==> src/rtl/cpu_utilization_delta_meter_assert.svh <==
// cpu_utilization_delta_meter_assert.svh: assertion macros shared by the meter RTL.
// Expects signals clk and rst_n in the scope where a macro is used.
`ifndef CPU_UTILIZATION_DELTA_METER_ASSERT_SVH
`define CPU_UTILIZATION_DELTA_METER_ASSERT_SVH
`ifndef NO_ASSERTIONS
// Consequent must hold in the same cycle as the antecedent.
`define CUDM_ASSERT_SAME(lbl, ante, cons) \
    lbl: assert property (@(posedge clk) disable iff (!rst_n) (ante) |-> (cons)) \
        else $error("cudm: same-cycle check failed");
// Consequent must hold in the cycle after the antecedent.
`define CUDM_ASSERT_NEXT(lbl, ante, cons) \
    lbl: assert property (@(posedge clk) disable iff (!rst_n) (ante) |=> (cons)) \
        else $error("cudm: next-cycle check failed");
`else
`define CUDM_ASSERT_SAME(lbl, ante, cons)
`define CUDM_ASSERT_NEXT(lbl, ante, cons)
`endif
`endif

==> src/rtl/cudm_pkg.sv <==
// cudm_pkg.sv: constants and control types of the CPU utilization delta meter.
// No dependencies; imported by every meter module.
`default_nettype none

package cudm_pkg;

    localparam int MAX_ENTRIES  = 64;
    localparam int ENTRY_BITS   = 6;
    localparam int COUNTER_BITS = 48;
    localparam int NUM_COUNTERS = 7;
    localparam int ADDR_BITS    = $clog2(MAX_ENTRIES);

    // Counter order: user, nice, system, idle, iowait, irq, softirq.
    // Busy time is everything except idle and iowait.
    localparam logic [NUM_COUNTERS-1:0] BUSY_MASK = 7'b1100111;

    // Result format: 100 * ratio in unsigned Q7.8.
    localparam int PCT_BITS  = 15;
    localparam int FRAC_BITS = 8;
    localparam int SCALE     = 100;
    localparam int FULL_Q8   = SCALE << FRAC_BITS;
    localparam int PRE_SHIFT = PCT_BITS - FRAC_BITS;

    // Serial datapath geometry.
    localparam int SUM_BITS      = COUNTER_BITS + 3;
    localparam int DIGIT_BITS    = 8;
    localparam int WORD_BITS     =
        ((SUM_BITS + $clog2(SCALE) + DIGIT_BITS - 1) / DIGIT_BITS) * DIGIT_BITS;
    localparam int NUM_DIGITS    = WORD_BITS / DIGIT_BITS;
    localparam int DIG_CNT_BITS  = $clog2(NUM_DIGITS);
    localparam int STEP_CNT_BITS = $clog2(PCT_BITS);
    localparam int CARRY_BITS    = $clog2(NUM_COUNTERS);
    localparam int MUL_CARRY_BITS = $clog2(SCALE);

    // State store entry: {user seen, busy sum, total sum}.
    localparam int RAM_BITS = 2 * SUM_BITS + 1;

    // Stream widths.
    localparam int IN_FIELD_BITS  = ENTRY_BITS + NUM_COUNTERS * COUNTER_BITS;
    localparam int IN_TDATA_BITS  = ((IN_FIELD_BITS + 7) / 8) * 8;
    localparam int OUT_FIELD_BITS = PCT_BITS + ENTRY_BITS;
    localparam int OUT_TDATA_BITS = ((OUT_FIELD_BITS + 7) / 8) * 8;
    localparam int OUT_PAD_BITS   = OUT_TDATA_BITS - OUT_FIELD_BITS;

    typedef struct packed {
        logic capture;    // take the counters of an accepted request
        logic load_prev;  // take the stored sums from the state memory
        logic sum_step;   // one digit of the sum and delta pass
        logic mag_step;   // one digit of the magnitude, scale and compare pass
    } cudm_front_ctrl_t;

    typedef struct packed {
        logic db_zero;
        logic dt_zero;
        logic neg_b;
        logic neg_t;
        logic db_ge_dt;
        logic user_nz;
    } cudm_front_stat_t;

    typedef struct packed {
        logic start;
        logic step;
        logic first;
        logic last;
    } cudm_div_ctrl_t;

endpackage

`default_nettype wire

==> src/rtl/cudm_serial_front.sv <==
// cudm_serial_front.sv: digit-serial sums, signed deltas, magnitudes, x100 and compare.
// Depends on cudm_pkg; driven digit by digit by the top-level sequencer.
`default_nettype none

module cudm_serial_front (
    input  logic                               clk,
    input  cudm_pkg::cudm_front_ctrl_t         ctrl,
    input  logic [cudm_pkg::COUNTER_BITS-1:0]  counters [cudm_pkg::NUM_COUNTERS],
    input  logic [cudm_pkg::SUM_BITS-1:0]      prev_busy,
    input  logic [cudm_pkg::SUM_BITS-1:0]      prev_total,
    output logic [cudm_pkg::SUM_BITS-1:0]      busy_sum,
    output logic [cudm_pkg::SUM_BITS-1:0]      total_sum,
    output logic [cudm_pkg::WORD_BITS-1:0]     dt_mag,
    output logic [cudm_pkg::WORD_BITS-1:0]     scaled_db,
    output cudm_pkg::cudm_front_stat_t         stat
);
    import cudm_pkg::*;

    localparam int SUM_DIG_BITS = DIGIT_BITS + CARRY_BITS;
    localparam int PROD_BITS    = DIGIT_BITS + MUL_CARRY_BITS;

    logic [WORD_BITS-1:0]      cnt_sr_reg [NUM_COUNTERS];
    logic [WORD_BITS-1:0]      pbusy_sr_reg;
    logic [WORD_BITS-1:0]      ptotal_sr_reg;
    logic [WORD_BITS-1:0]      busy_sr_reg;
    logic [WORD_BITS-1:0]      total_sr_reg;
    logic [WORD_BITS-1:0]      db_sr_reg;
    logic [WORD_BITS-1:0]      dt_sr_reg;
    logic [WORD_BITS-1:0]      m_sr_reg;
    logic [CARRY_BITS-1:0]     cb_reg;
    logic [CARRY_BITS-1:0]     ct_reg;
    logic                      bb_reg;
    logic                      bt_reg;
    logic                      user_nz_reg;
    logic                      nc_b_reg;
    logic                      nc_t_reg;
    logic [MUL_CARRY_BITS-1:0] mc_reg;
    logic                      cmp_reg;
    logic                      nzb_reg;
    logic                      nzt_reg;

    logic [SUM_DIG_BITS-1:0]   bsum;
    logic [SUM_DIG_BITS-1:0]   tsum;
    logic [DIGIT_BITS:0]       db_dig;
    logic [DIGIT_BITS:0]       dt_dig;
    logic [DIGIT_BITS:0]       neg_b_dig;
    logic [DIGIT_BITS:0]       neg_t_dig;
    logic [DIGIT_BITS-1:0]     mag_b;
    logic [DIGIT_BITS-1:0]     mag_t;
    logic [PROD_BITS-1:0]      prod;
    logic [DIGIT_BITS:0]       cmp_dig;

    // Pass one: column sums of the counter digits, then subtract the stored sums.
    always_comb
    begin
        bsum = SUM_DIG_BITS'(cb_reg);
        tsum = SUM_DIG_BITS'(ct_reg);
        for (int i = 0; i < NUM_COUNTERS; i++)
        begin
            tsum = tsum + SUM_DIG_BITS'(cnt_sr_reg[i][DIGIT_BITS-1:0]);
            if (BUSY_MASK[i])
            begin
                bsum = bsum + SUM_DIG_BITS'(cnt_sr_reg[i][DIGIT_BITS-1:0]);
            end
        end
        db_dig = {1'b0, bsum[DIGIT_BITS-1:0]} - {1'b0, pbusy_sr_reg[DIGIT_BITS-1:0]}
                 - (DIGIT_BITS + 1)'(bb_reg);
        dt_dig = {1'b0, tsum[DIGIT_BITS-1:0]} - {1'b0, ptotal_sr_reg[DIGIT_BITS-1:0]}
                 - (DIGIT_BITS + 1)'(bt_reg);
    end

    // Pass two: two's complement magnitudes, busy delta times 100, and |db| - |dt|.
    always_comb
    begin
        neg_b_dig = {1'b0, ~db_sr_reg[DIGIT_BITS-1:0]} + (DIGIT_BITS + 1)'(nc_b_reg);
        neg_t_dig = {1'b0, ~dt_sr_reg[DIGIT_BITS-1:0]} + (DIGIT_BITS + 1)'(nc_t_reg);
        mag_b     = bb_reg ? neg_b_dig[DIGIT_BITS-1:0] : db_sr_reg[DIGIT_BITS-1:0];
        mag_t     = bt_reg ? neg_t_dig[DIGIT_BITS-1:0] : dt_sr_reg[DIGIT_BITS-1:0];
        prod      = PROD_BITS'(mag_b) * PROD_BITS'(SCALE) + PROD_BITS'(mc_reg);
        cmp_dig   = {1'b0, mag_b} - {1'b0, mag_t} - (DIGIT_BITS + 1)'(cmp_reg);
    end

    always_ff @(posedge clk)
    begin
        if (ctrl.capture)
        begin
            for (int i = 0; i < NUM_COUNTERS; i++)
            begin
                cnt_sr_reg[i] <= WORD_BITS'(counters[i]);
            end
        end
        else if (ctrl.sum_step)
        begin
            for (int i = 0; i < NUM_COUNTERS; i++)
            begin
                cnt_sr_reg[i] <= cnt_sr_reg[i] >> DIGIT_BITS;
            end
        end

        if (ctrl.load_prev)
        begin
            pbusy_sr_reg  <= WORD_BITS'(prev_busy);
            ptotal_sr_reg <= WORD_BITS'(prev_total);
            cb_reg        <= '0;
            ct_reg        <= '0;
            bb_reg        <= 1'b0;
            bt_reg        <= 1'b0;
            user_nz_reg   <= 1'b0;
            nc_b_reg      <= 1'b1;
            nc_t_reg      <= 1'b1;
            mc_reg        <= '0;
            cmp_reg       <= 1'b0;
            nzb_reg       <= 1'b0;
            nzt_reg       <= 1'b0;
        end
        else if (ctrl.sum_step)
        begin
            pbusy_sr_reg  <= pbusy_sr_reg >> DIGIT_BITS;
            ptotal_sr_reg <= ptotal_sr_reg >> DIGIT_BITS;
            busy_sr_reg   <= {bsum[DIGIT_BITS-1:0], busy_sr_reg[WORD_BITS-1:DIGIT_BITS]};
            total_sr_reg  <= {tsum[DIGIT_BITS-1:0], total_sr_reg[WORD_BITS-1:DIGIT_BITS]};
            db_sr_reg     <= {db_dig[DIGIT_BITS-1:0], db_sr_reg[WORD_BITS-1:DIGIT_BITS]};
            dt_sr_reg     <= {dt_dig[DIGIT_BITS-1:0], dt_sr_reg[WORD_BITS-1:DIGIT_BITS]};
            cb_reg        <= bsum[SUM_DIG_BITS-1:DIGIT_BITS];
            ct_reg        <= tsum[SUM_DIG_BITS-1:DIGIT_BITS];
            bb_reg        <= db_dig[DIGIT_BITS];
            bt_reg        <= dt_dig[DIGIT_BITS];
            user_nz_reg   <= user_nz_reg | (|cnt_sr_reg[0][DIGIT_BITS-1:0]);
        end
        else if (ctrl.mag_step)
        begin
            // The delta registers are overwritten in place by their magnitudes.
            db_sr_reg <= {mag_b, db_sr_reg[WORD_BITS-1:DIGIT_BITS]};
            dt_sr_reg <= {mag_t, dt_sr_reg[WORD_BITS-1:DIGIT_BITS]};
            m_sr_reg  <= {prod[DIGIT_BITS-1:0], m_sr_reg[WORD_BITS-1:DIGIT_BITS]};
            nc_b_reg  <= neg_b_dig[DIGIT_BITS];
            nc_t_reg  <= neg_t_dig[DIGIT_BITS];
            mc_reg    <= prod[PROD_BITS-1:DIGIT_BITS];
            cmp_reg   <= cmp_dig[DIGIT_BITS];
            nzb_reg   <= nzb_reg | (|mag_b);
            nzt_reg   <= nzt_reg | (|mag_t);
        end
    end

    assign busy_sum      = busy_sr_reg[SUM_BITS-1:0];
    assign total_sum     = total_sr_reg[SUM_BITS-1:0];
    assign dt_mag        = dt_sr_reg;
    assign scaled_db     = m_sr_reg;
    assign stat.db_zero  = !nzb_reg;
    assign stat.dt_zero  = !nzt_reg;
    assign stat.neg_b    = bb_reg;
    assign stat.neg_t    = bt_reg;
    assign stat.db_ge_dt = !cmp_reg;
    assign stat.user_nz  = user_nz_reg;

endmodule

`default_nettype wire

==> config.mk <==
export PLATFORM = sky130hd
export DESIGN_NAME = cudm_serial_front
export DESIGN_NICKNAME = d
export VERILOG_FILES = /design/src/rtl/cpu_utilization_delta_meter_assert.svh /design/src/rtl/cudm_pkg.sv /design/src/rtl/cudm_serial_front.sv
export SDC_FILE = /design/constraint.sdc
export NUM_CORES = 1
export LEC_CHECK = 0
export ABC_AREA = 1
export BUFFER_PORTS_ARGS = -buffer_cell sky130_fd_sc_hd__buf_2
export CORE_UTILIZATION = 40
export CTS_BUF_LIST = sky130_fd_sc_hd__clkbuf_4 sky130_fd_sc_hd__clkbuf_8 sky130_fd_sc_hd__clkbuf_16
export DETAILED_ROUTE_END_ITERATION = 6
export GPL_TIMING_DRIVEN = 0
export PLACE_DENSITY = 0.58
export SLEW_MARGIN = 5
export SYNTH_ARGS = -nofsm -noshare
export SYNTH_HDL_FRONTEND = slang
export SYNTH_SLANG_ARGS = --single-unit
==> constraint.sdc <==
create_clock -name clk -period 11.9 [get_ports clk]
set_clock_uncertainty 0.2 [all_clocks]
set_input_delay 0.595 -clock clk [delete_from_list [all_inputs] [get_ports clk]]
set_output_delay 0.595 -clock clk [all_outputs]
set_load 0.02 [all_outputs]
==> summary.md <==
| Metric | Value |
|---|---|
| Commonest register cell after synthesis | `edfxtp_1` |
| CTS buffer count | `87` |
| Io pins | `679` |
| Synth Register Bits | `779` |
| Initial Util | `40.7%` |
| Crit share post-route | `48.0%` |
| Final Hold Viols | `0` |
| Min Tclk post-route | `5.71 ns` |
| Max reg flops | `336` |
| Mean post-synth cell area | `11.4 µm²` |
| Core area | `85800 µm²` |
| DP Area | `40100 µm²` |
| Drt total wl | `91.1 mm` |
| Peak VDD IR | `0.417 mV` |
| CP Capture Type | `register` |
| Total grt overflow | `0` |
| Number of synthesized flops with an enable pin | `758` |
| Top fanout value on the critical path | `4` |
| Design area | `45200 µm²` |
| Fin Setup TNS | `0 ns` |
| Leakage power | `21.0 nW` |
| Largest net degree at the start of global routing | `97` |
| IO buf count | `675` |
| Maxcap violations | `0` |
| Worst-Skew Late Latency | `0.65 ns` |
| Combinational family with the most area after synthesis | `simple AND/OR/NAND/NOR gates` |
| Site Rows | `107` |
| Fmax | `175 MHz` |
| GRT Total Usage | `20.4%` |
| Post-synth cell types | `44` |
| Core Util, Final | `52.6%` |
| HPWL after DPL | `69.2 mm` |
| WL/cell | `17.3 µm` |
| First-pass GRT wire length | `137 mm` |
| Worst hold start | `counters[168]` |
| P&R area growth vs syn | `29.4%` |
| Critical Path RT | `12.10 ns` |
| Synth Area in Compound Gates | `1.57%` |
| Max-slew headroom | `37.9%` |
| Worst slew pin tran | `0.922 ns` |
| Final setup violation count | `0` |
| Reg2reg start | `cnt_sr_reg[6][2]` |
| Pint | `6.81 mW` |
| Syn Inst Count | `3052` |
| Pwr Density | `242 nW/µm²` |
| 1st-iter DRT viols | `1249` |
| CP Class | `register to register` |
| Total Die Area | `88400 µm²` |
| Post-DRT Antenna Nets | `0` |
| Drt via density | `4.52` |
| Clock Power Share | `24.7%` |
| DRC viols | `0` |
| Yosys warning total | `0` |
| Asr flop ratio synth | `0%` |
| H-tree depth | `3` |
| Mux contribution to synthesized area | `0%` |
| Vias in the first global route | `23800` |
| Sw power | `4.11 mW` |
| Synth Area in Adders | `8.25%` |
| Post-cts resize count | `0` |
| Layout Nets | `4667` |
| Mapped cell area | `34900 µm²` |
| Slew Limit Fails | `0` |
| Most common cell after layout, fill and taps aside | `nand2_1` |
| Area occupied by multi-input gates | `9220 µm²` |
| Vias | `23900` |
| Drt pass-1 iters | `5` |
| Storage cell area | `23200 µm²` |
| Ratio of cells with drive above 1 in the final layout | `25.0%` |
| Cells on worst reg2reg path | `25` |
| Hold path cells | `3` |
| Sequential share of the synthesized area | `66.4%` |
| Hold Crit Class | `primary input to register` |
| Most frequent cells in the layout | `nand2_1 (1273), edfxtp_1 (758), buf_2 (720), inv_1 (327), dlygate4sd3_1 (209)` |
| Startpoint types | `register` |
| RSZ-0062 raised after global routing | `false` |
| Antenna violations before repair | `26` |
| Max clock buf depth | `3` |
| Die Y | `297 µm` |
| Root buf cell | `clkbuf_16` |
| Syn_nets | `3679` |
| Routability Congestion | `0.887` |
| Gate power share | `42.3%` |
| Seq pwr share | `33.0%` |
| Switching Share | `37.6%` |
| CTS sink cnt | `779` |
| XOR/XNOR share of the synthesized area | `0.678%` |
| CTS tree | `built` |
| Status | `complete, no violations` |
| WHS Endpoint | `cnt_sr_reg[3][24]` |
| R2r endpoint | `dt_mag[63]` |
| # fillers | `7602` |
| R2R setup slack | `6.19 ns` |
| Die Width | `297 µm` |
| Synth Area in Simple Gates | `15.9%` |
| Register clock-pin slew on the reported worst setup and hold paths | `0.06 ns` |
| Worst EP arrival | `5.91 ns` |
-- how the worst max path moves through the flow --
stage | from | to | slack (ns) | depth (start not counted)
finish | cnt_sr_reg[6][2] | dt_mag[63] | 6.19 | 25
global route | cnt_sr_reg[6][2] | dt_mag[63] | 5.89 | 25
CTS | cnt_sr_reg[6][2] | dt_mag[63] | 6.06 | 20
detailed placement | cnt_sr_reg[6][2] | dt_mag[63] | 6.09 | 20
global placement | ctrl[3] | cnt_sr_reg[4][44] | -1.66 | 4
floorplan | ctrl[3] | cnt_sr_reg[0][0] | 2.59 | 4
-- stage by stage --
step | hold WS [ns] | total power [mW] | std cells | setup WS [ns]
after CTS | 0.000467 | 11.1 | 5255 | 6.06
after global placement | 0.201 | 8.20 | 4871 | -1.66
after detailed placement | 0.205 | 8.27 | 4886 | 6.09
after global routing | 0.0145 | 11.8 | 5271 | 5.89
final | 0.0363 | 10.9 | 5273 | 6.19
after floorplan | 0.200 | 6.93 | 3052 | 2.59
-- cell usage after synthesis, drive strengths merged, types with 8 or more instances --
cell type | n | area share, %
a21oi | 31 | 0.46
buf | 163 | 3.2
clkbuf | 39 | 0.45
dfxtp | 21 | 1.2
edfxtp | 758 | 65
fa | 77 | 4.4
ha | 107 | 3.8
inv | 335 | 3.6
nand2 | 1279 | 14
nand3 | 35 | 0.57
nand4 | 11 | 0.20
nor2 | 94 | 1.1
o21ai | 31 | 0.46
o22ai | 8 | 0.14
xor2 | 23 | 0.58
-- area by class of cell --
type | instances | share of cell area [%]
Sequential cell | 779 | 51.3
Antenna cell | 18 | 0.0997
Clock inverter | 46 | 1.09
Clock buffer | 114 | 5.28
Tap cell | 1144 | 3.17
Multi-Input combinational cell | 1736 | 20.4
Buffer | 202 | 2.81
Timing Repair Buffer | 899 | 13.0
Inverter | 335 | 2.80
-- layer usage --
| metal | vias up | routed length, µm | share of wire (%) | GRT usage, % |
|---|---|---|---|---|
| met5 | - | 172 | 0.19 | 0 |
| met2 | 698 | 46900 | 51 | 36.6 |
| met4 | 24 | 2620 | 2.9 | 6.85 |
| met1 | 11200 | 36700 | 40 | 24.5 |
| li1 | 11800 | - | - | - |
| met3 | 172 | 4780 | 5.2 | 3.87 |
-- timing repair --
action	CTS	global route
hold buffers	209	0
endpoints found under the hold margin	209	0
buffers inserted	0	0
-- power by group through the flow --
stage / clock, mW / combinational (mW) / sequential [mW]
after floorplan: 0 / 3.23 / 3.69
after global placement: 0 / 4.50 / 3.70
after detailed placement: 0 / 4.60 / 3.66
after CTS: 2.77 / 4.69 / 3.61
after global routing: 2.87 / 5.30 / 3.63
final: 2.70 / 4.61 / 3.60
-- kinds of logic (layout without fill, tap and decap cells) --
group | Yosys count | count (layout)
simple gates | 1431 | 1431
flops | 779 | 779
other cells | 0 | 18
fa+ha+maj | 184 | 184
compound gates | 94 | 94
xor+xnor | 27 | 27
buf+inv | 537 | 1596
-- critical path, stage by stage (launching register included) --
cell and delay [ns]:
edfxtp_1 0.36, inv_1 0.10, fa_1 0.54, inv_1 0.05, fa_1 0.50, fa_1 0.49, inv_1 0.05, fa_1 0.47
inv_1 0.04, ha_1 0.20, fa_1 0.46, nand3_1 0.11, nand2_1 0.06, nand2_1 0.08, and2_1 0.25, inv_1 0.07
ha_1 0.27, inv_1 0.04, ha_1 0.34, nand2_1 0.10, inv_1 0.04, nand4_1 0.07, o211ai_1 0.10, or2_2 0.28
nand3_1 0.10, nand2_1 0.08
Note: power is estimated with default switching activity, not from simulation.
