[src/rtl/cpu_utilization_delta_meter_assert.svh]
// cpu_utilization_delta_meter_assert.svh: assertion macros shared by the meter RTL.
// Expects signals clk and rst_n in the scope where a macro is used.
`ifndef CPU_UTILIZATION_DELTA_METER_ASSERT_SVH
`define CPU_UTILIZATION_DELTA_METER_ASSERT_SVH
`ifndef NO_ASSERTIONS
// Consequent must hold in the same cycle as the antecedent.
`define CUDM_ASSERT_SAME(lbl, ante, cons) \
    lbl: assert property (@(posedge clk) disable iff (!rst_n) (ante) |-> (cons)) \
        else $error("cudm: same-cycle check failed");
// Consequent must hold in the cycle after the antecedent.
`define CUDM_ASSERT_NEXT(lbl, ante, cons) \
    lbl: assert property (@(posedge clk) disable iff (!rst_n) (ante) |=> (cons)) \
        else $error("cudm: next-cycle check failed");
`else
`define CUDM_ASSERT_SAME(lbl, ante, cons)
`define CUDM_ASSERT_NEXT(lbl, ante, cons)
`endif
`endif

[src/rtl/cudm_pkg.sv]
// cudm_pkg.sv: constants and control types of the CPU utilization delta meter.
// No dependencies; imported by every meter module.
`default_nettype none

package cudm_pkg;

    localparam int MAX_ENTRIES  = 64;
    localparam int ENTRY_BITS   = 6;
    localparam int COUNTER_BITS = 48;
    localparam int NUM_COUNTERS = 7;
    localparam int ADDR_BITS    = $clog2(MAX_ENTRIES);

    // Counter order: user, nice, system, idle, iowait, irq, softirq.
    // Busy time is everything except idle and iowait.
    localparam logic [NUM_COUNTERS-1:0] BUSY_MASK = 7'b1100111;

    // Result format: 100 * ratio in unsigned Q7.8.
    localparam int PCT_BITS  = 15;
    localparam int FRAC_BITS = 8;
    localparam int SCALE     = 100;
    localparam int FULL_Q8   = SCALE << FRAC_BITS;
    localparam int PRE_SHIFT = PCT_BITS - FRAC_BITS;

    // Serial datapath geometry.
    localparam int SUM_BITS      = COUNTER_BITS + 3;
    localparam int DIGIT_BITS    = 8;
    localparam int WORD_BITS     =
        ((SUM_BITS + $clog2(SCALE) + DIGIT_BITS - 1) / DIGIT_BITS) * DIGIT_BITS;
    localparam int NUM_DIGITS    = WORD_BITS / DIGIT_BITS;
    localparam int DIG_CNT_BITS  = $clog2(NUM_DIGITS);
    localparam int STEP_CNT_BITS = $clog2(PCT_BITS);
    localparam int CARRY_BITS    = $clog2(NUM_COUNTERS);
    localparam int MUL_CARRY_BITS = $clog2(SCALE);

    // State store entry: {user seen, busy sum, total sum}.
    localparam int RAM_BITS = 2 * SUM_BITS + 1;

    // Stream widths.
    localparam int IN_FIELD_BITS  = ENTRY_BITS + NUM_COUNTERS * COUNTER_BITS;
    localparam int IN_TDATA_BITS  = ((IN_FIELD_BITS + 7) / 8) * 8;
    localparam int OUT_FIELD_BITS = PCT_BITS + ENTRY_BITS;
    localparam int OUT_TDATA_BITS = ((OUT_FIELD_BITS + 7) / 8) * 8;
    localparam int OUT_PAD_BITS   = OUT_TDATA_BITS - OUT_FIELD_BITS;

    typedef struct packed {
        logic capture;    // take the counters of an accepted request
        logic load_prev;  // take the stored sums from the state memory
        logic sum_step;   // one digit of the sum and delta pass
        logic mag_step;   // one digit of the magnitude, scale and compare pass
    } cudm_front_ctrl_t;

    typedef struct packed {
        logic db_zero;
        logic dt_zero;
        logic neg_b;
        logic neg_t;
        logic db_ge_dt;
        logic user_nz;
    } cudm_front_stat_t;

    typedef struct packed {
        logic start;
        logic step;
        logic first;
        logic last;
    } cudm_div_ctrl_t;

endpackage

`default_nettype wire

[src/rtl/cudm_serial_div.sv]
// cudm_serial_div.sv: restoring divider, one quotient bit per pass of NUM_DIGITS digits.
// Depends on cudm_pkg; yields floor(scaled_db * 256 / dt_mag) as a PCT_BITS quotient.
`default_nettype none

module cudm_serial_div (
    input  logic                            clk,
    input  cudm_pkg::cudm_div_ctrl_t        ctrl,
    input  logic [cudm_pkg::WORD_BITS-1:0]  dvs_word,
    input  logic [cudm_pkg::WORD_BITS-1:0]  num_word,
    output logic [cudm_pkg::PCT_BITS-1:0]   quo
);
    import cudm_pkg::*;

    logic [WORD_BITS-1:0]  dvs_reg;
    logic [WORD_BITS-1:0]  rem_reg;
    logic [WORD_BITS-1:0]  trial_reg;
    logic                  borrow_reg;
    logic                  lsb_reg;
    logic [PCT_BITS-1:0]   num_bits_reg;
    logic [PCT_BITS-1:0]   quo_reg;

    logic [DIGIT_BITS-1:0] rem_dig;
    logic [DIGIT_BITS-1:0] sh_dig;
    logic                  shin;
    logic                  bw_in;
    logic [DIGIT_BITS:0]   diff;

    // The remainder is doubled and the next numerator bit enters at the bottom,
    // while the divisor is subtracted from the doubled value digit by digit.
    always_comb
    begin
        rem_dig = rem_reg[DIGIT_BITS-1:0];
        shin    = ctrl.first ? num_bits_reg[PCT_BITS-1] : lsb_reg;
        sh_dig  = {rem_dig[DIGIT_BITS-2:0], shin};
        bw_in   = ctrl.first ? 1'b0 : borrow_reg;
        diff    = {1'b0, sh_dig} - {1'b0, dvs_reg[DIGIT_BITS-1:0]}
                  - (DIGIT_BITS + 1)'(bw_in);
    end

    always_ff @(posedge clk)
    begin
        if (ctrl.start)
        begin
            dvs_reg      <= dvs_word;
            rem_reg      <= num_word >> PRE_SHIFT;
            num_bits_reg <= {num_word[PRE_SHIFT-1:0], {FRAC_BITS{1'b0}}};
            quo_reg      <= '0;
        end
        else if (ctrl.step)
        begin
            dvs_reg    <= {dvs_reg[DIGIT_BITS-1:0], dvs_reg[WORD_BITS-1:DIGIT_BITS]};
            trial_reg  <= {diff[DIGIT_BITS-1:0], trial_reg[WORD_BITS-1:DIGIT_BITS]};
            borrow_reg <= diff[DIGIT_BITS];
            lsb_reg    <= rem_dig[DIGIT_BITS-1];
            if (ctrl.last && !diff[DIGIT_BITS])
            begin
                rem_reg <= {diff[DIGIT_BITS-1:0], trial_reg[WORD_BITS-1:DIGIT_BITS]};
            end
            else
            begin
                rem_reg <= {sh_dig, rem_reg[WORD_BITS-1:DIGIT_BITS]};
            end
            if (ctrl.last)
            begin
                quo_reg      <= {quo_reg[PCT_BITS-2:0], !diff[DIGIT_BITS]};
                num_bits_reg <= {num_bits_reg[PCT_BITS-2:0], 1'b0};
            end
        end
    end

    assign quo = quo_reg;

endmodule

`default_nettype wire

[config.mk]
export PLATFORM = sky130hd
export DESIGN_NAME = cudm_serial_div
export DESIGN_NICKNAME = d
export VERILOG_FILES = /design/src/rtl/cpu_utilization_delta_meter_assert.svh /design/src/rtl/cudm_pkg.sv /design/src/rtl/cudm_serial_div.sv
export SDC_FILE = /design/constraint.sdc
export NUM_CORES = 1
export LEC_CHECK = 0
export CAP_MARGIN = 30
export CORE_ASPECT_RATIO = 1.4
export CORE_MARGIN = 3
export CORE_UTILIZATION = 60
export DETAILED_ROUTE_END_ITERATION = 7
export DONT_BUFFER_PORTS = 1
export PLACE_DENSITY = 0.82
export SYNTH_ARGS = -nofsm -noshare
export SYNTH_HDL_FRONTEND = slang
export SYNTH_SLANG_ARGS = --single-unit
[constraint.sdc]
create_clock -name clk -period 10.4 [get_ports clk]
set_input_delay 1.04 -clock clk [delete_from_list [all_inputs] [get_ports clk]]
set_output_delay 1.04 -clock clk [all_outputs]
set_load 0.02 [all_outputs]
==> qor.yml, run 1 <==
status: "finished, final reports clean"
start_kind: "input pin"
antenna_found_initial: 0
timing.rr.start: "lsb_reg"
die_h_um: 154
slowest_stage: "buf_4"
viasPerCell: 6.39
finalWeightedCongestion: 0.906
post-route-util: 0.669
vias: 5587
synthArstFlopShare: 0
synth_nets: 839
grt_max_degree: 249
tns_ns: 0
cp-startpoint: "ctrl[1]"
slew_headroom: 0.473
overflow: 0
final.min_clock_period_ns: 3.71
hold_class: "reg -> reg"
min_from: "trial_reg[35]"
crit_required_ns: 10.58
cpPeakStageDelay_ns: 0.53
start_util: 0.620
clock_sinks: 208
drv_slew: 0
finClkSkew_ns: 0.00742
wirelength_mm: 19.7
drive_above_1_share: 0.170
dp_hpwl_mm: 12.8
rsz0062_at_grt: "no"
cts_tree: "built"
setup_ws_ns: 6.69
power.density_mw_per_mm2: 214
tightest_slew_ns: 0.790
grt_pass1_vias: 5848
netlist_area_mm2: 0.00942
synth_ff_type: "edfxtp_1"
clockBufferDepth: 3
ctsResizeCount: 0
drt_iter0_markers: 599
yosys.area.top_type_share: 0.593
maxCapViolations: 0
drc: 0
finalHoldViolations: 0
cts_root_buf: "clkbuf_16"
cts_setup_buffers: 0
max_freq_mhz: 269
ys_types: 51
htreeDepth: 1
synth_edf_count: 186
antenna_cells: 0
pre_cts_slack_ns: 6.27
syn2layout_area_growth_pct: 7.86
post-synth-top-count-cell: "edfxtp_1"
die-area_mm2: 0.0173
synth_common_cells: "edfxtp_1, inv_1, mux2_2"
worstPathCellList: "mux2_2 -> fa_1 -> inv_1 -> fa_1 -> a21boi_1 -> o21a_2 -> o21a_2 -> nor2_4 -> buf_4 -> o311ai_0"
synth.area.top_cells: "edfxtp_1, mux2_2, nand4b_1"
cts_hold_buf: 0
worstSkewPairLatency_ns: 0.48
power_leakage_nw: 3.76
yosysTopAreaCell: "edfxtp_1"
ys_ff_latch: 208
clkTransAtPathRegs_ns: 0.06
drt-wirelength-per-cell_um: 22.5
numCtsBuffers: 21
cp.arrival_ns: 3.89
fin_nets: 818
path_max_fanout: 47
final.fill_count: 1048
period_share: 0.357
grt_pass1_wl_mm: 30.8
dr.pass1.iters: 5
ys.warnings.count: 0
port_buffers: 0
rows: 53
die_x_um: 112
setup.worst_path.end_class: "flip-flop"
io_pins: 148
syn_inst: 690
setup_viol: 0
track_usage: 0.225
seq_area_frac_synth: 0.639
core_mm2: 0.0152
ant_nets: 0
ir_drop_mv: 0.144
worstSetupPathType: "in -> reg"
syn_area_per_cell_um2: 13.7
placed cells by master, fill, tap and decap left out, types with 3 or more instances in the layout:
cell type / count
nand4b_1: 57
a221o_1: 3
ha_1: 14
xor2_1: 3
nor2_1: 7
nand3_1: 3
buf_4: 6
edfxtp_1: 186
clkbuf_16: 21
o311ai_0: 3
clkbuf_1: 5
and2_1: 5
o311ai_1: 53
dfxtp_1: 22
nand2b_1: 3
mux2_2: 69
inv_1: 82
clkinv_2: 3
nand2_1: 63
xnor2_1: 3
nor2b_1: 3
a21oi_1: 5
a22o_1: 14
nor3_1: 5
o21ai_0: 6
final timing paths:
kind,to,slack (ns),depth (start not counted)
hold reg to reg,trial_reg[27],0.44,0
setup / recovery,rem_reg[2],6.69,10
setup reg to reg,rem_reg[2],6.90,10
hold / removal,trial_reg[27],0.44,0
where the power goes:
group          switching, mW  total (mW)  leakage [nW]  internal [mW]
Sequential            0.0461        1.09          2.04           1.05
Clock                  0.291       0.725         0.326          0.435
Combinational          0.220       0.357          1.39          0.137
Total                  0.557        2.18          3.76           1.62
kinds of logic (layout without fill, tap and decap cells):
logic type      count (synthesis)  after routing  share of synthesized area
simple gates                  156            156                      0.101
buf+inv                       134            126                     0.0575
xor+xnor                        6              6                    0.00558
mux                            70             70                     0.0835
compound gates                100            100                     0.0896
fa+ha+maj                      16             16                     0.0228
flops                         208            208                      0.639
stage by stage:
| stage | cell area, um2 | power [mW] | hold slack, ns | cells |
|---|---|---|---|---|
| after floorplan | 9420 | 1.38 | 0.400 | 690 |
| after global placement | 9490 | 1.44 | 0.412 | 837 |
| after detailed placement | 9490 | 1.46 | 0.416 | 837 |
| after CTS | 10200 | 2.19 | 0.442 | 873 |
| after global routing | 10200 | 2.27 | 0.448 | 874 |
| final | 10200 | 2.18 | 0.445 | 874 |
layer usage:
layer,vias up,GRT usage,part of all wire
met5,-,0,0
met2,223,0.391,0.53
met3,47,0.0521,0.066
met1,2752,0.266,0.37
met4,0,0.102,0.040
li1,2565,-,-
critical path, delay by kind of cell:
kind / cells / cell delay, ns
AOI/OAI and AO/OA: 4 / 0.93
adders and majority gates: 2 / 0.63
and+or+nand+nor: 1 / 0.30
muxes: 1 / 0.34
buffers and inverters: 2 / 0.63
layout make-up:
type                    instances  area, um2  share of cell area
well taps                     192        240              0.0236
flip-flops and latches        208       6030               0.593
multi-input cells             348       2870               0.283
inverters                      84        318              0.0313
repair buffers                  6       45.0             0.00443
clock inverters                 8       91.3             0.00899
clock buffers                  28        572              0.0563
Note: power is estimated with default switching activity, not from simulation.
==> run 2: changes to the inputs <==
==> constraint.sdc (replaced) <==
create_clock -name clk -period 3.7 [get_ports clk]
set_input_delay 0.37 -clock clk [delete_from_list [all_inputs] [get_ports clk]]
set_output_delay 0.37 -clock clk [all_outputs]
set_load 0.02 [all_outputs]
==> run 2 against run 1 <==
  * Register-to-register slack lost 6.6 ns
  * First-iteration DRC count shrank 3.8%
  * Combinational power grew to 2.9 times the previous value
  * Worst hold slack lost 0.37 ns
  * Design area grew 0.59%
  * Worst setup slack lost 6.4 ns
  * Flip-flop and latch count is the same
  * Via count is essentially flat
  * Clock-buffer cell count shrank 3
==> qor.yml, run 2 (synthesis gave the netlist of run 1 again) <==
status: "finished, final reports clean"
r2r_end: "rem_reg[61]"
die_x_um: 112  # unchanged
finalHoldViolations: 0  # unchanged
cts_root_buf: "clkbuf_16"
drt_iter0_markers: 576  # -3.8%
drt-wirelength-per-cell_um: 22.5  # about the same
worstSetupPathType: "reg -> reg"
mostFrequentLayoutCell: "edfxtp_1"
hold_class: "in -> reg"
finClkSkew_ns: 0.0140  # +0.00661 ns
worstSkewPairLatency_ns: 0.49  # about the same
drc: 0  # unchanged
dr.pass1.iters: 5  # unchanged
max_freq_mhz: 291
reg2regPathDepth: 11  # +1
tightest_slew_ns: 0.780  # -0.0101 ns
drive_above_1_share: 0.173  # +0.00338
track_usage: 0.225  # about the same
clkTransAtPathRegs_ns: 0.07  # about the same
syn2layout_area_growth_pct: 8.50
rows: 53  # unchanged
vias: 5584  # -0.054%
timing.rr.start: "rem_reg[2]"
core_mm2: 0.0152  # unchanged
tns_ns: 0  # unchanged
grt_pass1_wl_mm: 30.8  # +0.11%
ant_nets: 0  # unchanged
final.min_clock_period_ns: 3.44
io_pins: 148  # unchanged
fin_cells: 878  # +0.46%
die-area_mm2: 0.0173  # unchanged
finalWeightedCongestion: 0.900  # -0.57%
final_cell_mix: "edfxtp_1, inv_1, mux2_2"
seq_area_mm2: 0.00603  # unchanged
fin_nets: 821  # +0.37%
maxCapViolations: 0  # unchanged
r2r_setup_slack_ns: 0.26  # -6.64 ns
worstHoldPathCells: 2  # +2
power_leakage_nw: 3.79  # +0.68%
multi_input_area_mm2: 0.00287  # unchanged
rsz0062_at_grt: "no"
cts_tree: "built"
period_share: 0.929
setup_viol: 0  # unchanged
crit_required_ns: 4.14  # -6.44 ns
place_inst: 838  # +0.12%
cts_setup_buffers: 0  # unchanged
dp_hpwl_mm: 12.8  # -0.27%
setup.worst_path.end_class: "flip-flop"
grt_pass1_vias: 5820  # -0.48%
viasPerCell: 6.36  # -0.51%
ctsResizeCount: 0  # unchanged
antenna_found_initial: 0  # unchanged
start_kind: "flip-flop"
slew_headroom: 0.480  # +0.00672
htreeDepth: 1  # unchanged
wirelength_mm: 19.7  # +0.38%
grt_max_degree: 249  # unchanged
port_buffers: 0  # unchanged
cts_hold_buf: 2  # +2
start_util: 0.620  # unchanged
cp.arrival_ns: 3.88  # about the same
ir_drop_mv: 0.463  # +220%
path_max_fanout: 60  # +28%
drv_slew: 0  # unchanged
final.fill_count: 1032  # -1.5%
min_from: "num_word[63]"
whs_endpoint: "rem_reg[56]"
numCtsBuffers: 21  # unchanged
antenna_cells: 0  # unchanged
die_h_um: 154  # unchanged
clockBufferDepth: 3  # unchanged
clock_sinks: 208  # unchanged
totalPowerFinal_mw: 6.16  # +180%
power.density_mw_per_mm2: 603  # +180%
overflow: 0  # unchanged
-- run 2: cell types whose count changed in the layout (fill, tap and decap cells not counted) --
cell / before / now
buf_12: 0 / 2
clkinvlp_4: 0 / 2
clkinv_1: 2 / 4
clkinv_2: 3 / 4
buf_4: 6 / 5
clkinv_4: 1 / 0
dlygate4sd3_1: 0 / 2
clkbuf_1: 5 / 2
-- run 2: power breakdown --
group | internal, mW | switching (mW)
Combinational | 0.405 | 0.621
Clock | 1.22 | 0.846
Sequential | 2.94 | 0.130
Total | 4.57 | 1.60
-- run 2: worst max path at each step --
stage,end,depth (start not counted),startpoint
floorplan,dvs_reg[0],3,ctrl[2]
global placement,rem_reg[4],10,ctrl[1]
detailed placement,rem_reg[3],10,ctrl[1]
CTS,rem_reg[61],11,lsb_reg
global route,rem_reg[61],11,rem_reg[3]
finish,rem_reg[61],11,rem_reg[2]
-- run 2: per-layer routing --
layer / vias to the layer above / routed length [um] / global-route usage
met5: - / 0 / 0
met3: 43 / 1410 / 0.0505
met1: 2730 / 7420 / 0.276
met4: 0 / 612 / 0.0812
met2: 227 / 10300 / 0.392
li1: 2584 / - / -
-- run 2: cell type report --
type,instances,share of cell area
Tap cell,192,0.0235
Sequential cell,208,0.589
Clock inverter,12,0.0108
Timing Repair Buffer,9,0.00955
Inverter,84,0.0311
Multi-Input combinational cell,348,0.281
Clock buffer,25,0.0548
-- run 2: worst max-delay path: stages (launching register included) --
cell and delay [ns]:
edfxtp_1 0.43, inv_1 0.07, ha_1 0.28, inv_1 0.04
ha_1 0.37, a21boi_1 0.28, o21a_2 0.27, or3_1 0.14
buf_4 0.52, nand3_1 0.15, a311oi_1 0.27, dlygate4sd3_1 0.57
-- run 2: metrics by stage --
| stage | area, um2 | util | hold slack (ns) | setup slack [ns] |
|---|---|---|---|---|
| floorplan | 9420 | - | 0.400 | 0.156 |
| global placement | 9530 | 0.627 | 0.429 | 0.588 |
| detailed placement | 9530 | 0.627 | 0.434 | 0.522 |
| CTS | 10200 | 0.673 | 0.0545 | 0.294 |
| global route | 10200 | 0.673 | 0.0761 | 0.0442 |
| finish | 10200 | 0.673 | 0.0794 | 0.261 |
==> run 3: changes to the inputs <==
--- a/config.mk
+++ b/config.mk
@@ -5,13 +5,14 @@
 export SDC_FILE = /design/constraint.sdc
 export NUM_CORES = 1
 export LEC_CHECK = 0
+export ABC_AREA = 1
 export CAP_MARGIN = 30
 export CORE_ASPECT_RATIO = 1.4
 export CORE_MARGIN = 3
-export CORE_UTILIZATION = 60
+export CORE_UTILIZATION = 30
 export DETAILED_ROUTE_END_ITERATION = 7
 export DONT_BUFFER_PORTS = 1
-export PLACE_DENSITY = 0.82
+export PLACE_DENSITY = 0.5
 export SYNTH_ARGS = -nofsm -noshare
 export SYNTH_HDL_FRONTEND = slang
 export SYNTH_SLANG_ARGS = --single-unit
==> run 3 against run 2 <==
  * Synthesized cell count is 54% higher
  * Sequential share of layout area fell by 3.0 points
  * Critical path depth up 5
  * Non-clock buffer count increased by 2
  * Via count rose by 17%
  * Sequential power fell by 3%
  * Clock skew decreased by 0.0024 ns
  * Die area grew 100%
  * Global-route usage fell by 8.9 points
  * Worst hold slack got worse by 0.051 ns
  * Worst setup slack gained 0.39 ns
  * Register-to-register slack gained 0.39 ns
  * Critical endpoint is now rem_reg[36]
==> qor.yml, run 3 <==
cts_root_buf: "clkbuf_16"
drv_slew: 0  # unchanged
post-route-util: 0.339  # -0.334
syn_inst: 1060  # +54%
fin_area_mm2: 0.0108  # +5.4%
setup_viol: 0  # unchanged
yosysTopAreaCell: "edfxtp_1"
post-synth-top-count-cell: "nand2_1"
ir_drop_mv: 0.383  # -17%
cts_tree: "built"
drt-wirelength-per-cell_um: 16.3  # -28%
tightest_slew_ns: 0.873  # +0.0930 ns
place_area_mm2: 0.0101  # +6.1%
min_from: "num_word[0]"
grt_pass1_wl_mm: 36.5  # +18%
synthArstFlopShare: 0  # unchanged
viasPerCell: 4.49  # -29%
finalWeightedCongestion: 0.776  # -14%
start_kind: "flip-flop"
io_pins: 148  # unchanged
clkTransAtPathRegs_ns: 0.06  # about the same
final.min_clock_period_ns: 3.05  # -0.388 ns
totalPowerFinal_mw: 6.21  # +0.70%
track_usage: 0.136  # -0.0886
path_delay_family: "simple AND/OR/NAND/NOR gates"
overflow: 0  # unchanged
htreeDepth: 1  # unchanged
antenna_found_initial: 0  # unchanged
power.density_mw_per_mm2: 576  # -4.4%
whs_ns: 0.0284  # -0.0511 ns
crit_buf_inv: 3  # -1
seq_area_frac_synth: 0.617  # -0.0223
dp_hpwl_mm: 15.9  # +25%
ctsResizeCount: 0  # unchanged
clkPwrFrac: 0.335  # about the same
drive_above_1_share: 0.0556  # -0.118
finClkSkew_ns: 0.0116  # -0.00239 ns
tns_ns: 0  # unchanged
mostFrequentLayoutCell: "nand2_1"
clockBufferDepth: 3  # unchanged
crit_required_ns: 3.97  # -0.17 ns
die_h_um: 219  # +42%
antenna_cells: 0  # unchanged
vias: 6541  # +17%
numCtsBuffers: 23  # +9.5%
combPwrFrac: 0.184  # +0.018
netSwitchingPower_mw: 1.79  # +12%
slowest_stage: "fa_1"
drc: 0  # unchanged
rows: 77  # +45%
drt_iter0_markers: 271  # -53%
netSwitchingFraction: 0.289  # +0.0295
die-area_mm2: 0.0348  # +100%
worstSetupPathType: "reg -> reg"
synth_ff_type: "edfxtp_1"
power_leakage_nw: 4.99  # +32%
synth.area.top_cells: "edfxtp_1, nand2_1, inv_1"
die_x_um: 158  # +42%
netlist_area_mm2: 0.00976  # +3.6%
grt_pass1_vias: 6560  # +13%
cts_hold_buf: 0  # -2
timing.rr.start: "num_bits_reg[14]"
path_max_fanout: 38  # -37%
dr.pass1.iters: 5  # unchanged
syn_area_per_cell_um2: 9.21  # -33%
p_int_mw: 4.41  # -3.3%
rsz0062_at_grt: "no"
finalHoldViolations: 0  # unchanged
max_freq_mhz: 328  # +13%
port_buffers: 0  # unchanged
ys_ff_latch: 208  # unchanged
slew_headroom: 0.418  # -0.0620
seqPwrFrac: 0.480  # -0.019
worstPathCellList: "or2_2 -> o21ai_0 -> inv_1 -> fa_1 -> inv_1 -> fa_1 -> nand2_1 -> nand2_1 -> nand2_2 -> nand2_2 -> nand3_1 -> nand2_2 -> buf_12 -> nand3_1 -> nand3_1 -> nand2_1"
maxCapViolations: 0  # unchanged
wirelength_mm: 23.7  # +20%
hold_class: "in -> reg"
ys_types: 24  # -53%
status: "finished, final reports clean"
grt_max_degree: 135  # -46%
start_util: 0.307  # -0.313
setup.worst_path.end_class: "flip-flop"
yosys.area.top_type_share: 0.572  # -0.0207
fin_nets: 1195  # +46%
synth_common_cells: "nand2_1, edfxtp_1, inv_1"
synth_edf_count: 186  # unchanged
worstSkewPairLatency_ns: 0.52  # +0.03 ns
cp.arrival_ns: 3.32  # -0.56 ns
cts_setup_buffers: 0  # unchanged
clock_sinks: 208  # unchanged
ys.warnings.count: 0  # unchanged
cp-startpoint: "num_bits_reg[14]"
synth_nets: 1209  # +44%
final_cell_mix: "nand2_1, edfxtp_1, inv_1"
ant_nets: 0  # unchanged
syn2layout_area_growth_pct: 10.3
cpPeakStageDelay_ns: 0.42  # -0.15 ns
period_share: 0.824  # -0.105
core_mm2: 0.0318  # +110%
==> run 3: changes by cell type after synthesis, moves of 5 or more <==
cell / delta
o311ai_1: -53
o22ai_1: +13
inv_1: +91
mux2_2: -69
nand3_2: +5
nand4b_1: -57
buf_1: +5
and2_1: -5
a22o_1: -14
nand2_1: +375
nand3_1: +123
nor3_1: -5
clkbuf_1: -8
buf_6: +8
==> run 3: path summary, 6_finish.rpt <==
path,endpoint,slack (ns),depth (start not counted)
max,rem_reg[36],0.65,16
min,num_bits_reg[8],0.03,2
max reg2reg,rem_reg[36],0.65,16
min reg2reg,trial_reg[39],0.45,0
==> run 3: metal layers <==
layer | up-vias | GRT usage | wire length [um]
li1 | 3328 | - | -
met1 | 3035 | 0.160 | 9490
met2 | 144 | 0.248 | 12400
met3 | 34 | 0.0301 | 1330
met4 | 0 | 0.0402 | 501
met5 | - | 0 | 0
==> run 3: cell families (layout without fill, tap and decap cells) <==
| group | count (synthesis) | after routing | synth area share |
|---|---|---|---|
| flip-flops | 208 | 208 | 0.617 |
| adder cells (fa/ha/maj) | 16 | 16 | 0.0220 |
| AND/OR/NAND/NOR | 584 | 584 | 0.248 |
| buffers and inverters | 226 | 228 | 0.0964 |
| AO/OA/AOI/OAI | 24 | 24 | 0.0144 |
| XOR/XNOR | 2 | 2 | 0.00179 |
==> run 3: layout make-up <==
type                    instances  area, um2
well taps                     395        494
repair buffers                 11        120
clock inverters                11       63.8
fillers                      3329      21000
clock buffers                  30        602
inverters                     176        666
multi-input cells             626       2800
flip-flops and latches        208       6030
==> run 3: stage by stage <==
stage	setup WS, ns	instances
4_1_cts	0.615	1457
6_report	0.649	1457
3_5_place_dp	0.615	1416
2_1_floorplan	0.223	1060
5_1_grt	0.333	1457
3_3_place_gp	0.620	1416
==> run 3: power groups by stage <==
| stage | logic, mW | registers, mW | clock network (mW) |
|---|---|---|---|
| after global placement | 1.16 | 3.03 | 0 |
| after CTS | 1.17 | 2.98 | 2.15 |
| after detailed placement | 1.17 | 3.03 | 0 |
| final | 1.14 | 2.98 | 2.08 |
| after global routing | 1.32 | 3.01 | 2.24 |
| after floorplan | 0.941 | 3.00 | 0 |
